File: src/design/vtp_pkg.sv
// ----------------------------------------------------------------------------
// vtp_pkg
// shared constants, types and trig lookup for the vertex projection block
// ----------------------------------------------------------------------------
package vtp_pkg;

   localparam int SCREEN_WIDTH  = 320;
   localparam int SCREEN_HEIGHT = 200;
   localparam int DEPTH_MIN     = 16;
   localparam int DEPTH_MAX     = 32767;
   localparam int FIFO_DEPTH    = 2;

   localparam logic [2:0] REG_OBJECT_X     = 3'd0;
   localparam logic [2:0] REG_OBJECT_Y     = 3'd1;
   localparam logic [2:0] REG_OBJECT_ANGLE = 3'd2;
   localparam logic [2:0] REG_VIEWER_X     = 3'd3;
   localparam logic [2:0] REG_VIEWER_Y     = 3'd4;
   localparam logic [2:0] REG_VIEW_ANGLE   = 3'd5;
   localparam logic [2:0] REG_CENTER_X     = 3'd6;
   localparam logic [2:0] REG_CENTER_Y     = 3'd7;

   // rotated vertex handed from front to back
   typedef struct packed {
      logic signed [16:0] vx;      // view-space x, fits in 17 bits
      logic signed [16:0] vy;
      logic signed [15:0] pz;
      logic               first;
      logic               last;
   } vtx_type;

   function automatic logic [6:0] quarter_sine(input logic [6:0] r);
      logic [6:0] v;
      case (r)
         7'd0: v = 7'd0;     7'd1: v = 7'd3;     7'd2: v = 7'd6;     7'd3: v = 7'd9;
         7'd4: v = 7'd13;    7'd5: v = 7'd16;    7'd6: v = 7'd19;    7'd7: v = 7'd22;
         7'd8: v = 7'd25;    7'd9: v = 7'd28;    7'd10: v = 7'd31;   7'd11: v = 7'd34;
         7'd12: v = 7'd37;   7'd13: v = 7'd40;   7'd14: v = 7'd43;   7'd15: v = 7'd46;
         7'd16: v = 7'd49;   7'd17: v = 7'd52;   7'd18: v = 7'd55;   7'd19: v = 7'd58;
         7'd20: v = 7'd60;   7'd21: v = 7'd63;   7'd22: v = 7'd66;   7'd23: v = 7'd68;
         7'd24: v = 7'd71;   7'd25: v = 7'd74;   7'd26: v = 7'd76;   7'd27: v = 7'd79;
         7'd28: v = 7'd81;   7'd29: v = 7'd84;   7'd30: v = 7'd86;   7'd31: v = 7'd88;
         7'd32: v = 7'd91;   7'd33: v = 7'd93;   7'd34: v = 7'd95;   7'd35: v = 7'd97;
         7'd36: v = 7'd99;   7'd37: v = 7'd101;  7'd38: v = 7'd103;  7'd39: v = 7'd105;
         7'd40: v = 7'd106;  7'd41: v = 7'd108;  7'd42: v = 7'd110;  7'd43: v = 7'd111;
         7'd44: v = 7'd113;  7'd45: v = 7'd114;  7'd46: v = 7'd116;  7'd47: v = 7'd117;
         7'd48: v = 7'd118;  7'd49: v = 7'd119;  7'd50: v = 7'd121;  7'd51: v = 7'd122;
         7'd52: v = 7'd122;  7'd53: v = 7'd123;  7'd54: v = 7'd124;  7'd55: v = 7'd125;
         7'd56: v = 7'd126;  7'd57: v = 7'd126;  7'd58: v = 7'd127;  7'd59: v = 7'd127;
         7'd60: v = 7'd127;  default: v = 7'd0;
      endcase
      return v;
   endfunction

   // 128 * sin, nine bits signed
   function automatic logic signed [8:0] sine(input logic [7:0] a);
      logic [6:0] r;
      logic [7:0] mag;
      r   = a[6] ? (7'd64 - {1'b0, a[5:0]}) : {1'b0, a[5:0]};
      mag = (r >= 7'd61) ? 8'd128 : {1'b0, quarter_sine(r)};
      return a[7] ? -$signed({1'b0, mag}) : $signed({1'b0, mag});
   endfunction

endpackage

File: src/design/vtp_front.sv
// ----------------------------------------------------------------------------
// vtp_front
// accepts vertices and runs both rotations on one shared set of four multipliers
// ----------------------------------------------------------------------------
module vtp_front (
   input  logic                 clock,
   input  logic                 reset,
   input  logic                 req_valid,
   output logic                 req_ready,
   input  logic signed [15:0]   req_point_x,
   input  logic signed [15:0]   req_point_y,
   input  logic signed [15:0]   req_point_z,
   input  logic                 req_first_point,
   input  logic                 req_last_point,
   input  logic signed [15:0]   object_x,
   input  logic signed [15:0]   object_y,
   input  logic [7:0]           object_angle,
   input  logic signed [15:0]   viewer_x,
   input  logic signed [15:0]   viewer_y,
   input  logic [7:0]           view_angle,
   output logic                 out_valid,
   input  logic                 out_ready,
   output vtp_pkg::vtx_type     out_vtx
);

   localparam logic [1:0] ST_IDLE = 2'd0;
   localparam logic [1:0] ST_ROT1 = 2'd1;
   localparam logic [1:0] ST_ROT2 = 2'd2;
   localparam logic [1:0] ST_DONE = 2'd3;

   logic [1:0]         state_ff, state_in;
   logic signed [15:0] a_ff, a_in, b_ff, b_in;
   logic signed [15:0] pz_ff, pz_in;
   logic               first_ff, first_in, last_ff, last_in;
   logic signed [16:0] vx_ff, vx_in, vy_ff, vy_in;

   logic signed [8:0]  cs, sn;
   logic signed [25:0] p0, p1, p2, p3;
   logic signed [26:0] r0, r1;
   logic signed [19:0] s0, s1;
   logic signed [15:0] m0, m1;

   always_comb begin
      if (state_ff == ST_ROT1) begin
         sn = vtp_pkg::sine(object_angle);
         cs = vtp_pkg::sine(object_angle + 8'd64);
      end else begin
         // view rotation has sine and cosine exchanged
         cs = vtp_pkg::sine(view_angle);
         sn = vtp_pkg::sine(view_angle + 8'd64);
      end
      p0 = a_ff * cs;
      p1 = b_ff * sn;
      p2 = a_ff * sn;
      p3 = b_ff * cs;
      r0 = 27'(p0) - 27'(p1);
      r1 = 27'(p2) + 27'(p3);
      s0 = 20'(r0 >>> 7);
      s1 = 20'(r1 >>> 7);
      m0 = 16'(s0[15:0] + object_x) - viewer_x;
      m1 = 16'(s1[15:0] + object_y) - viewer_y;
   end

   always_comb begin
      state_in = state_ff;
      a_in = a_ff; b_in = b_ff; pz_in = pz_ff;
      first_in = first_ff; last_in = last_ff;
      vx_in = vx_ff; vy_in = vy_ff;
      unique case (state_ff)
         ST_IDLE: begin
            if (req_valid) begin
               a_in = req_point_x; b_in = req_point_y; pz_in = req_point_z;
               first_in = req_first_point; last_in = req_last_point;
               state_in = ST_ROT1;
            end
         end
         ST_ROT1: begin
            a_in = m0; b_in = m1;
            state_in = ST_ROT2;
         end
         ST_ROT2: begin
            vx_in = s0[16:0]; vy_in = s1[16:0];
            state_in = ST_DONE;
         end
         ST_DONE: begin
            if (out_ready) state_in = ST_IDLE;
         end
         default: state_in = ST_IDLE;
      endcase
   end

   always_ff @(posedge clock) begin
      if (reset) state_ff <= ST_IDLE;
      else state_ff <= state_in;
      a_ff <= a_in; b_ff <= b_in; pz_ff <= pz_in;
      first_ff <= first_in; last_ff <= last_in;
      vx_ff <= vx_in; vy_ff <= vy_in;
   end

   assign req_ready = (state_ff == ST_IDLE);
   assign out_valid = (state_ff == ST_DONE);
   assign out_vtx   = '{vx: vx_ff, vy: vy_ff, pz: pz_ff, first: first_ff, last: last_ff};

endmodule

File: src/design/vtp_fifo.sv
// ----------------------------------------------------------------------------
// vtp_fifo
// short queue of rotated vertices between front and back
// ----------------------------------------------------------------------------
module vtp_fifo (
   input  logic              clock,
   input  logic              reset,
   input  logic              in_valid,
   output logic              in_ready,
   input  vtp_pkg::vtx_type  in_vtx,
   output logic              out_valid,
   input  logic              out_ready,
   output vtp_pkg::vtx_type  out_vtx
);

   localparam int AW = $clog2(vtp_pkg::FIFO_DEPTH);

   vtp_pkg::vtx_type   mem_ff [vtp_pkg::FIFO_DEPTH];
   logic [AW-1:0]      wr_ff, wr_in, rd_ff, rd_in;
   logic [AW:0]        cnt_ff, cnt_in;
   logic               push, pop;

   assign in_ready  = (cnt_ff != (AW+1)'(vtp_pkg::FIFO_DEPTH));
   assign out_valid = (cnt_ff != '0);
   assign out_vtx   = mem_ff[rd_ff];
   assign push      = in_valid && in_ready;
   assign pop       = out_valid && out_ready;

   always_comb begin
      wr_in  = push ? AW'((wr_ff + 1'b1) % vtp_pkg::FIFO_DEPTH) : wr_ff;
      rd_in  = pop  ? AW'((rd_ff + 1'b1) % vtp_pkg::FIFO_DEPTH) : rd_ff;
      cnt_in = cnt_ff + (AW+1)'(push) - (AW+1)'(pop);
   end

   always_ff @(posedge clock) begin
      if (reset) begin
         wr_ff <= '0; rd_ff <= '0; cnt_ff <= '0;
      end else begin
         wr_ff <= wr_in; rd_ff <= rd_in; cnt_ff <= cnt_in;
      end
      if (push) mem_ff[wr_ff] <= in_vtx;
   end

endmodule

File: src/design/vtp_back.sv
// ----------------------------------------------------------------------------
// vtp_back
// serial division by depth for both screen axes, then bounds tracking
// ----------------------------------------------------------------------------
module vtp_back (
   input  logic               clock,
   input  logic               reset,
   input  logic               in_valid,
   output logic               in_ready,
   input  vtp_pkg::vtx_type   in_vtx,
   input  logic [9:0]         center_x,
   input  logic [9:0]         center_y,
   output logic               rsp_valid,
   input  logic               rsp_ready,
   output logic signed [15:0] rsp_screen_x,
   output logic signed [15:0] rsp_screen_z,
   output logic [14:0]        rsp_view_depth,
   output logic signed [15:0] rsp_box_x_min,
   output logic signed [15:0] rsp_box_x_max,
   output logic signed [15:0] rsp_box_z_min,
   output logic signed [15:0] rsp_box_z_max,
   output logic [14:0]        rsp_nearest_depth,
   output logic               rsp_visible,
   output logic               rsp_last_flag
);

   localparam logic [2:0] ST_IDLE  = 3'd0;
   localparam logic [2:0] ST_DIVX  = 3'd1;
   localparam logic [2:0] ST_DIVZ  = 3'd2;
   localparam logic [2:0] ST_TRACK = 3'd3;
   localparam logic [2:0] ST_OUT   = 3'd4;
   localparam int QW = 25;   // |numerator| < 2^25

   logic [2:0]         state_ff, state_in;
   logic [4:0]         bit_ff, bit_in;
   logic [16:0]        den_ff, den_in;
   logic [QW-1:0]      num_ff, num_in, quo_ff, quo_in;
   logic [17:0]        rem_ff, rem_in;
   logic               neg_ff, neg_in;
   logic signed [15:0] sx_ff, sx_in, sz_ff, sz_in, pz_ff, pz_in;
   logic [14:0]        dsat_ff, dsat_in;
   logic               first_ff, first_in, last_ff, last_in;
   logic signed [15:0] xl_ff, xl_in, xh_ff, xh_in, zl_ff, zl_in, zh_ff, zh_in;
   logic [14:0]        nr_ff, nr_in;

   logic [16:0]        d_c;
   logic [QW-1:0]      nx_abs, nz_abs;
   logic signed [QW:0] nx_s, nz_s;
   logic [17:0]        trial;
   logic [QW-1:0]      qfin;
   logic signed [15:0] qs;
   logic               vis;

   always_comb begin
      d_c  = (in_vtx.vy <= 17'(vtp_pkg::DEPTH_MIN)) ? 17'(vtp_pkg::DEPTH_MIN)
                                                    : 17'(in_vtx.vy);
      nx_s = (QW+1)'(in_vtx.vx) <<< 8;
      nz_s = (QW+1)'(pz_ff) <<< 8;
      nx_abs = nx_s[QW] ? QW'(-nx_s) : QW'(nx_s);
      nz_abs = nz_s[QW] ? QW'(-nz_s) : QW'(nz_s);
      trial = {rem_ff[16:0], num_ff[QW-1]} - {1'b0, den_ff};
      qfin  = {quo_ff[QW-2:0], ~trial[17]};
      qs    = neg_ff ? -16'(qfin) : 16'(qfin);
      vis   = !(xh_ff[15] || (xl_ff > 16'(vtp_pkg::SCREEN_WIDTH)) ||
                (zl_ff > 16'(vtp_pkg::SCREEN_HEIGHT)));
   end

   always_comb begin
      state_in = state_ff; bit_in = bit_ff; den_in = den_ff;
      num_in = num_ff; quo_in = quo_ff; rem_in = rem_ff; neg_in = neg_ff;
      sx_in = sx_ff; sz_in = sz_ff; pz_in = pz_ff; dsat_in = dsat_ff;
      first_in = first_ff; last_in = last_ff;
      xl_in = xl_ff; xh_in = xh_ff; zl_in = zl_ff; zh_in = zh_ff; nr_in = nr_ff;
      unique case (state_ff)
         ST_IDLE: begin
            if (in_valid) begin
               den_in = d_c;
               dsat_in = d_c[16] ? 15'(vtp_pkg::DEPTH_MAX) : d_c[14:0];
               if (d_c[15]) dsat_in = 15'(vtp_pkg::DEPTH_MAX);
               pz_in = in_vtx.pz;
               first_in = in_vtx.first; last_in = in_vtx.last;
               num_in = nx_abs; neg_in = in_vtx.vx[16];
               quo_in = '0; rem_in = '0; bit_in = 5'(QW - 1);
               state_in = ST_DIVX;
            end
         end
         ST_DIVX, ST_DIVZ: begin
            // one restoring step a cycle
            rem_in = trial[17] ? {rem_ff[16:0], num_ff[QW-1]} : trial;
            num_in = num_ff << 1;
            quo_in = qfin;
            bit_in = bit_ff - 5'd1;
            if (bit_ff == '0) begin
               if (state_ff == ST_DIVX) begin
                  sx_in = 16'({6'd0, center_x}) + qs;
                  num_in = nz_abs; neg_in = pz_ff[15];
                  quo_in = '0; rem_in = '0; bit_in = 5'(QW - 1);
                  state_in = ST_DIVZ;
               end else begin
                  sz_in = 16'({6'd0, center_y}) - qs;
                  state_in = ST_TRACK;
               end
            end
         end
         ST_TRACK: begin
            if (first_ff) begin
               xl_in = sx_ff; xh_in = sx_ff; zl_in = sz_ff; zh_in = sz_ff;
               nr_in = dsat_ff;
            end else begin
               if (sx_ff < xl_ff) xl_in = sx_ff;
               if (sx_ff > xh_ff) xh_in = sx_ff;
               if (sz_ff < zl_ff) zl_in = sz_ff;
               if (sz_ff > zh_ff) zh_in = sz_ff;
               if (dsat_ff < nr_ff) nr_in = dsat_ff;
            end
            state_in = ST_OUT;
         end
         ST_OUT: begin
            if (rsp_ready) state_in = ST_IDLE;
         end
         default: state_in = ST_IDLE;
      endcase
   end

   always_ff @(posedge clock) begin
      if (reset) begin
         state_ff <= ST_IDLE;
         xl_ff <= '0; xh_ff <= '0; zl_ff <= '0; zh_ff <= '0;
         nr_ff <= 15'(vtp_pkg::DEPTH_MAX);
      end else begin
         state_ff <= state_in;
         xl_ff <= xl_in; xh_ff <= xh_in; zl_ff <= zl_in; zh_ff <= zh_in;
         nr_ff <= nr_in;
      end
      bit_ff <= bit_in; den_ff <= den_in; num_ff <= num_in; quo_ff <= quo_in;
      rem_ff <= rem_in; neg_ff <= neg_in; sx_ff <= sx_in; sz_ff <= sz_in;
      pz_ff <= pz_in; dsat_ff <= dsat_in; first_ff <= first_in; last_ff <= last_in;
   end

   assign in_ready          = (state_ff == ST_IDLE);
   assign rsp_valid         = (state_ff == ST_OUT);
   assign rsp_screen_x      = sx_ff;
   assign rsp_screen_z      = sz_ff;
   assign rsp_view_depth    = dsat_ff;
   assign rsp_box_x_min     = xl_ff;
   assign rsp_box_x_max     = xh_ff;
   assign rsp_box_z_min     = zl_ff;
   assign rsp_box_z_max     = zh_ff;
   assign rsp_nearest_depth = nr_ff;
   assign rsp_visible       = last_ff && vis;
   assign rsp_last_flag     = last_ff;

endmodule

File: src/design/vertex_transform_project.sv
// ----------------------------------------------------------------------------
// vertex_transform_project
// rotates, translates and projects object vertices, tracking per-object bounds
// ----------------------------------------------------------------------------
//  channel   direction  handshake            payload
//  req       in         req_valid/req_ready  point xyz, first/last flags
//  rsp       out        rsp_valid/rsp_ready  screen xz, depth, box, visible
//  csr       in         csr_write            csr_index, csr_data
//
//  front: one vertex at a time, two rotations in turn on a shared multiplier set
//  back: one vertex at a time, serial divider by depth (25 steps per axis)
//  a two-entry queue lets the front run ahead while the back divides
//  reset is synchronous; box tracks clear to zero, nearest depth to 32767
module vertex_transform_project (
   input  logic               clock,
   input  logic               reset,
   input  logic               req_valid,
   output logic               req_ready,
   input  logic signed [15:0] req_point_x,
   input  logic signed [15:0] req_point_y,
   input  logic signed [15:0] req_point_z,
   input  logic               req_first_point,
   input  logic               req_last_point,
   output logic               rsp_valid,
   input  logic               rsp_ready,
   output logic signed [15:0] rsp_screen_x,
   output logic signed [15:0] rsp_screen_z,
   output logic [14:0]        rsp_view_depth,
   output logic signed [15:0] rsp_box_x_min,
   output logic signed [15:0] rsp_box_x_max,
   output logic signed [15:0] rsp_box_z_min,
   output logic signed [15:0] rsp_box_z_max,
   output logic [14:0]        rsp_nearest_depth,
   output logic               rsp_visible,
   output logic               rsp_last_flag,
   input  logic               csr_write,
   input  logic [2:0]         csr_index,
   input  logic [15:0]        csr_data
);

   logic signed [15:0] obj_x_ff, obj_y_ff, view_x_ff, view_y_ff;
   logic [7:0]         obj_ang_ff, view_ang_ff;
   logic [9:0]         ctr_x_ff, ctr_y_ff;

   always_ff @(posedge clock) begin
      if (reset) begin
         obj_x_ff <= '0; obj_y_ff <= '0; obj_ang_ff <= '0;
         view_x_ff <= '0; view_y_ff <= '0; view_ang_ff <= '0;
         ctr_x_ff <= 10'd160; ctr_y_ff <= 10'd100;
      end else if (csr_write) begin
         unique case (csr_index)
            vtp_pkg::REG_OBJECT_X:     obj_x_ff    <= csr_data;
            vtp_pkg::REG_OBJECT_Y:     obj_y_ff    <= csr_data;
            vtp_pkg::REG_OBJECT_ANGLE: obj_ang_ff  <= csr_data[7:0];
            vtp_pkg::REG_VIEWER_X:     view_x_ff   <= csr_data;
            vtp_pkg::REG_VIEWER_Y:     view_y_ff   <= csr_data;
            vtp_pkg::REG_VIEW_ANGLE:   view_ang_ff <= csr_data[7:0];
            vtp_pkg::REG_CENTER_X:     ctr_x_ff    <= csr_data[9:0];
            vtp_pkg::REG_CENTER_Y:     ctr_y_ff    <= csr_data[9:0];
            default: ;
         endcase
      end
   end

   logic             f_valid, f_ready, q_valid, q_ready;
   vtp_pkg::vtx_type f_vtx, q_vtx;

   vtp_front u_front (
      .clock, .reset, .req_valid, .req_ready, .req_point_x, .req_point_y,
      .req_point_z, .req_first_point, .req_last_point,
      .object_x(obj_x_ff), .object_y(obj_y_ff), .object_angle(obj_ang_ff),
      .viewer_x(view_x_ff), .viewer_y(view_y_ff), .view_angle(view_ang_ff),
      .out_valid(f_valid), .out_ready(f_ready), .out_vtx(f_vtx)
   );

   vtp_fifo u_fifo (
      .clock, .reset, .in_valid(f_valid), .in_ready(f_ready), .in_vtx(f_vtx),
      .out_valid(q_valid), .out_ready(q_ready), .out_vtx(q_vtx)
   );

   vtp_back u_back (
      .clock, .reset, .in_valid(q_valid), .in_ready(q_ready), .in_vtx(q_vtx),
      .center_x(ctr_x_ff), .center_y(ctr_y_ff),
      .rsp_valid, .rsp_ready, .rsp_screen_x, .rsp_screen_z, .rsp_view_depth,
      .rsp_box_x_min, .rsp_box_x_max, .rsp_box_z_min, .rsp_box_z_max,
      .rsp_nearest_depth, .rsp_visible, .rsp_last_flag
   );

   // visibility only on the final vertex
   a_vis_last: assert property (@(posedge clock) disable iff (reset)
      rsp_valid && rsp_visible |-> rsp_last_flag)
      else $error("visible without last flag");

   a_depth_min: assert property (@(posedge clock) disable iff (reset)
      rsp_valid |-> rsp_view_depth >= 15'd16)
      else $error("depth below clamp");

   a_rsp_hold: assert property (@(posedge clock) disable iff (reset)
      rsp_valid && !rsp_ready |=> rsp_valid && $stable(rsp_screen_x))
      else $error("result dropped while stalled");

endmodule

File: config.mk
export PLATFORM = sky130hd
export DESIGN_NAME = vertex_transform_project
export DESIGN_NICKNAME = d
export VERILOG_FILES = /design/src/design/vtp_pkg.sv /design/src/design/vtp_front.sv /design/src/design/vtp_fifo.sv /design/src/design/vtp_back.sv /design/src/design/vertex_transform_project.sv
export SDC_FILE = /design/constraint.sdc
export NUM_CORES = 2
export LEC_CHECK = 0
export ABC_CLOCK_PERIOD_IN_PS = 23200
export BUFFER_PORTS_ARGS = -buffer_cell sky130_fd_sc_hd__buf_2
export CORE_ASPECT_RATIO = 1.75
export CORE_MARGIN = 1
export CORE_UTILIZATION = 55
export CTS_BUF_LIST = sky130_fd_sc_hd__clkbuf_4 sky130_fd_sc_hd__clkbuf_8
export DETAILED_ROUTE_END_ITERATION = 12
export PLACE_DENSITY = 0.75
export SLEW_MARGIN = 20
export SYNTH_ARGS = -nofsm -noshare
export SYNTH_HDL_FRONTEND = slang
export SYNTH_SLANG_ARGS = --single-unit
File: constraint.sdc
create_clock -name clock -period 23.2 [get_ports clock]
set_input_delay 1.16 -clock clock [delete_from_list [all_inputs] [get_ports clock]]
set_output_delay 1.16 -clock clock [all_outputs]
set_load 0.005 [all_outputs]
==> results.md <==
- Crit path top cell by count: fa_1
- # Post-CTS Setup Buffers: 0
- Final hold vios: 0
- Setup CP Type: flip-flop to flip-flop
- Number of flops mapped to enable cells by yosys: 325
- Max-cap violations: 0
- Initial Utilization: 0.556
- Die Wd: 231 um
- CTS Sinks: 514
- Commonest cells after routing, fill and taps aside: 846 x inv_1, 682 x nand2_1, 574 x fa_1, 366 x ha_1, 325 x edfxtp_1
- Placeable Area: 90400 um^2
- CP max stage delay: 790 ps
- Endpoints failing setup: 0
- Post-Layout Cell Count: 6644
- Critical path startpoint category: flip-flop
- Met1 Use GR: 0.299
- Async S/R FF share, synth: 0
- RSZ-0062 raised after global routing: no
- Layout area overhead: 7.40%
- Final Cycle Share: 0.617
- CTS tree: done
- Mapped Cells: 5304
- CP Max Fanout: 32
- Synthesized flop and latch total: 514
- Worst Path Required: 23600 ps
- Initial antenna violation count: 7
- Least-Margin Pin Slew: 1110 ps
- Later-pin clock latency in the skew report: 690 ps
- Met2 Use GR: 0.553
- Busiest grt layer: met2
- Max Fclk: 0.0698 GHz
- Routed vias: 38.4k
- Mapped Avg Cell Area: 9.48 um^2
- Filler Cells Inserted: 7548
- Pins Over Slew Limit: 0
- Die span in y: 402 um
- Distinct cells, synth: 115
- DRT Pass-1 Iters: 10
- FF/Latch Area: 13500 um^2
- H-tree depth: 3
- Crit path arrival time: 14720 ps
- Met3 Use GR: 0.0382
- Setup slack, reg-to-reg: 8880 ps
- Seq/Total Area, Yosys: 0.269
- CTS resizes: 0
- Longest Clk Path Bufs: 3
- Post-DRT Antenna Nets: 0
- WL final: 134000 um
- HP Class: flip-flop to flip-flop
- Synthesized area: 50300 um^2
- Multi-input gate area: 32600 um^2
- DRT iter0 DRCs: 2466
- IO Port Bufs: 203
- Slew Limit Headroom: 0.260
- Clock slew at reported path FFs: 90 ps
- Total CTS buffers: 70
- DP HPWL: 105000 um
- Drt wl/cell: 20.2 um
- Layout cell share with drive strength beyond 1: 0.0996
- Num ports: 204
- GRT Util Overall: 0.294
- Largest net degree at the start of global routing: 92
- Min cycle time layout: 14320 ps
- Die area: 92600 um^2
- Syn Nets: 6319
- Failing checks: design-rule violations
- Post-route setup TNS: 0 ps
- Clk root buf: clkbuf_8
- Run status: finished, violations left
- Placed Cells: 6507
- Fin nets: 6410
- Gr ovfl total: 0
- Post-layout util: 0.597
- Synthesis Warnings: 0
- Vias/cell: 5.78
- Row count: 146
- Critical path capture point type: flip-flop
- Slowest cell on crit path: dfxtp_1
- Dominant synthesized flop cell: edfxtp_1
- First-pass GRT wire length: 213000 um
- Residual DRC: 2
- Post-Route Skew: 56.6 ps
- Most common cell after layout, fill and taps aside: inv_1
- Routability Congestion: 0.953
- Hold-fix buffers, CTS: 0
- Vias in the first global route: 40.4k
[final cells by class]
cell class              count  area share
flip-flops and latches    514       0.251
diodes                      8    0.000371
multi-input cells        3689       0.604
repair buffers            267      0.0278
clock buffers              99      0.0228
inverters                 853      0.0593
clock inverters            30     0.00705
well taps                1184      0.0274
[cell families (layout without fill, tap and decap cells)]
| group | count (synthesis) | count (layout) | share of synthesized area |
|---|---|---|---|
| and+or+nand+nor | 1587 | 1587 | 0.150 |
| buffers and inverters | 1101 | 1249 | 0.0847 |
| adders and majority gates | 941 | 941 | 0.320 |
| AOI/OAI and AO/OA | 774 | 774 | 0.102 |
| DFF | 514 | 514 | 0.269 |
| xor gates and xnor gates | 221 | 221 | 0.0396 |
| muxes | 165 | 165 | 0.0341 |
| other | 1 | 9 | 0.0000746 |
[cell usage after synthesis (all sizes together) (69+ instances only)]
master	number	area share
inv	852	0.064
nand2	682	0.051
fa	574	0.23
ha	367	0.091
edfxtp	325	0.19
nor2	291	0.022
a21oi	247	0.025
and2	219	0.027
dfxtp	189	0.075
clkbuf	181	0.014
xnor2	158	0.028
o21ai	134	0.013
mux2i	123	0.024
nor3	69	0.0072
[critical path, delay by kind of cell, from the launching register on]
kind	cells	cell delay, ps
fa+ha+maj	13	5990
compound gates	16	2940
simple gates	9	2190
buf+inv	7	1460
flops	1	790
xor+xnor	2	440
mux	1	140
[stage by stage]
step                      cell area, um^2  hold slack (ps)  setup slack [ps]
final                               54000              429              8880
after global routing                54000              423              7930
after CTS                           54000              427              9000
after detailed placement            52300              429              9050
after global placement              52300              424              9310
after floorplan                     50300              421             11020
[flip-flops by register name, summed over array words and instances, names as in the netlist, 15 cells and up, named ones only]
| register | flops |
|---|---|
| u_back.rsp_box_z_min | 16 |
| u_back.rsp_box_x_min | 16 |
| u_front.vx_ff | 17 |
| u_back.den_ff | 17 |
| u_back.rsp_box_z_max | 16 |
| u_back.num_ff | 17 |
| u_back.quo_ff | 15 |
| u_back.pz_ff | 16 |
| u_back.rsp_view_depth | 15 |
| u_back.rsp_box_x_max | 16 |
| u_front.a_ff | 16 |
| u_back.rsp_screen_z | 16 |
| view_x_ff | 16 |
| obj_y_ff | 16 |
| u_back.rem_ff | 17 |
| u_back.rsp_screen_x | 16 |
| u_front.vy_ff | 17 |
| u_front.pz_ff | 16 |
| obj_x_ff | 16 |
| u_back.rsp_nearest_depth | 15 |
| u_fifo.mem_ff | 104 |
| u_front.b_ff | 16 |
| view_y_ff | 16 |
[metal layers]
layer | up-vias | part of all wire
li1 | 17500 | -
met1 | 19100 | 0.34
met2 | 1348 | 0.53
met3 | 527 | 0.052
met4 | 4 | 0.075
met5 | - | 0.00020
[final timing paths]
check                                   start                             end  cells after the start
setup reg to reg  view_ang_ff[0]$_SDFFE_PP0P_      u_front.b_ff[15]$_DFFE_PP_                     48
setup / recovery  view_ang_ff[0]$_SDFFE_PP0P_      u_front.b_ff[15]$_DFFE_PP_                     48
hold / removal     u_front.vx_ff[0]$_DFFE_PP_  u_fifo.mem_ff[0][35]$_DFFE_PP_                      0
hold reg to reg    u_front.vx_ff[0]$_DFFE_PP_  u_fifo.mem_ff[0][35]$_DFFE_PP_                      0
Power is not shown: default switching activity piles up to over one toggle a cycle in this logic, so the estimate is an artifact.
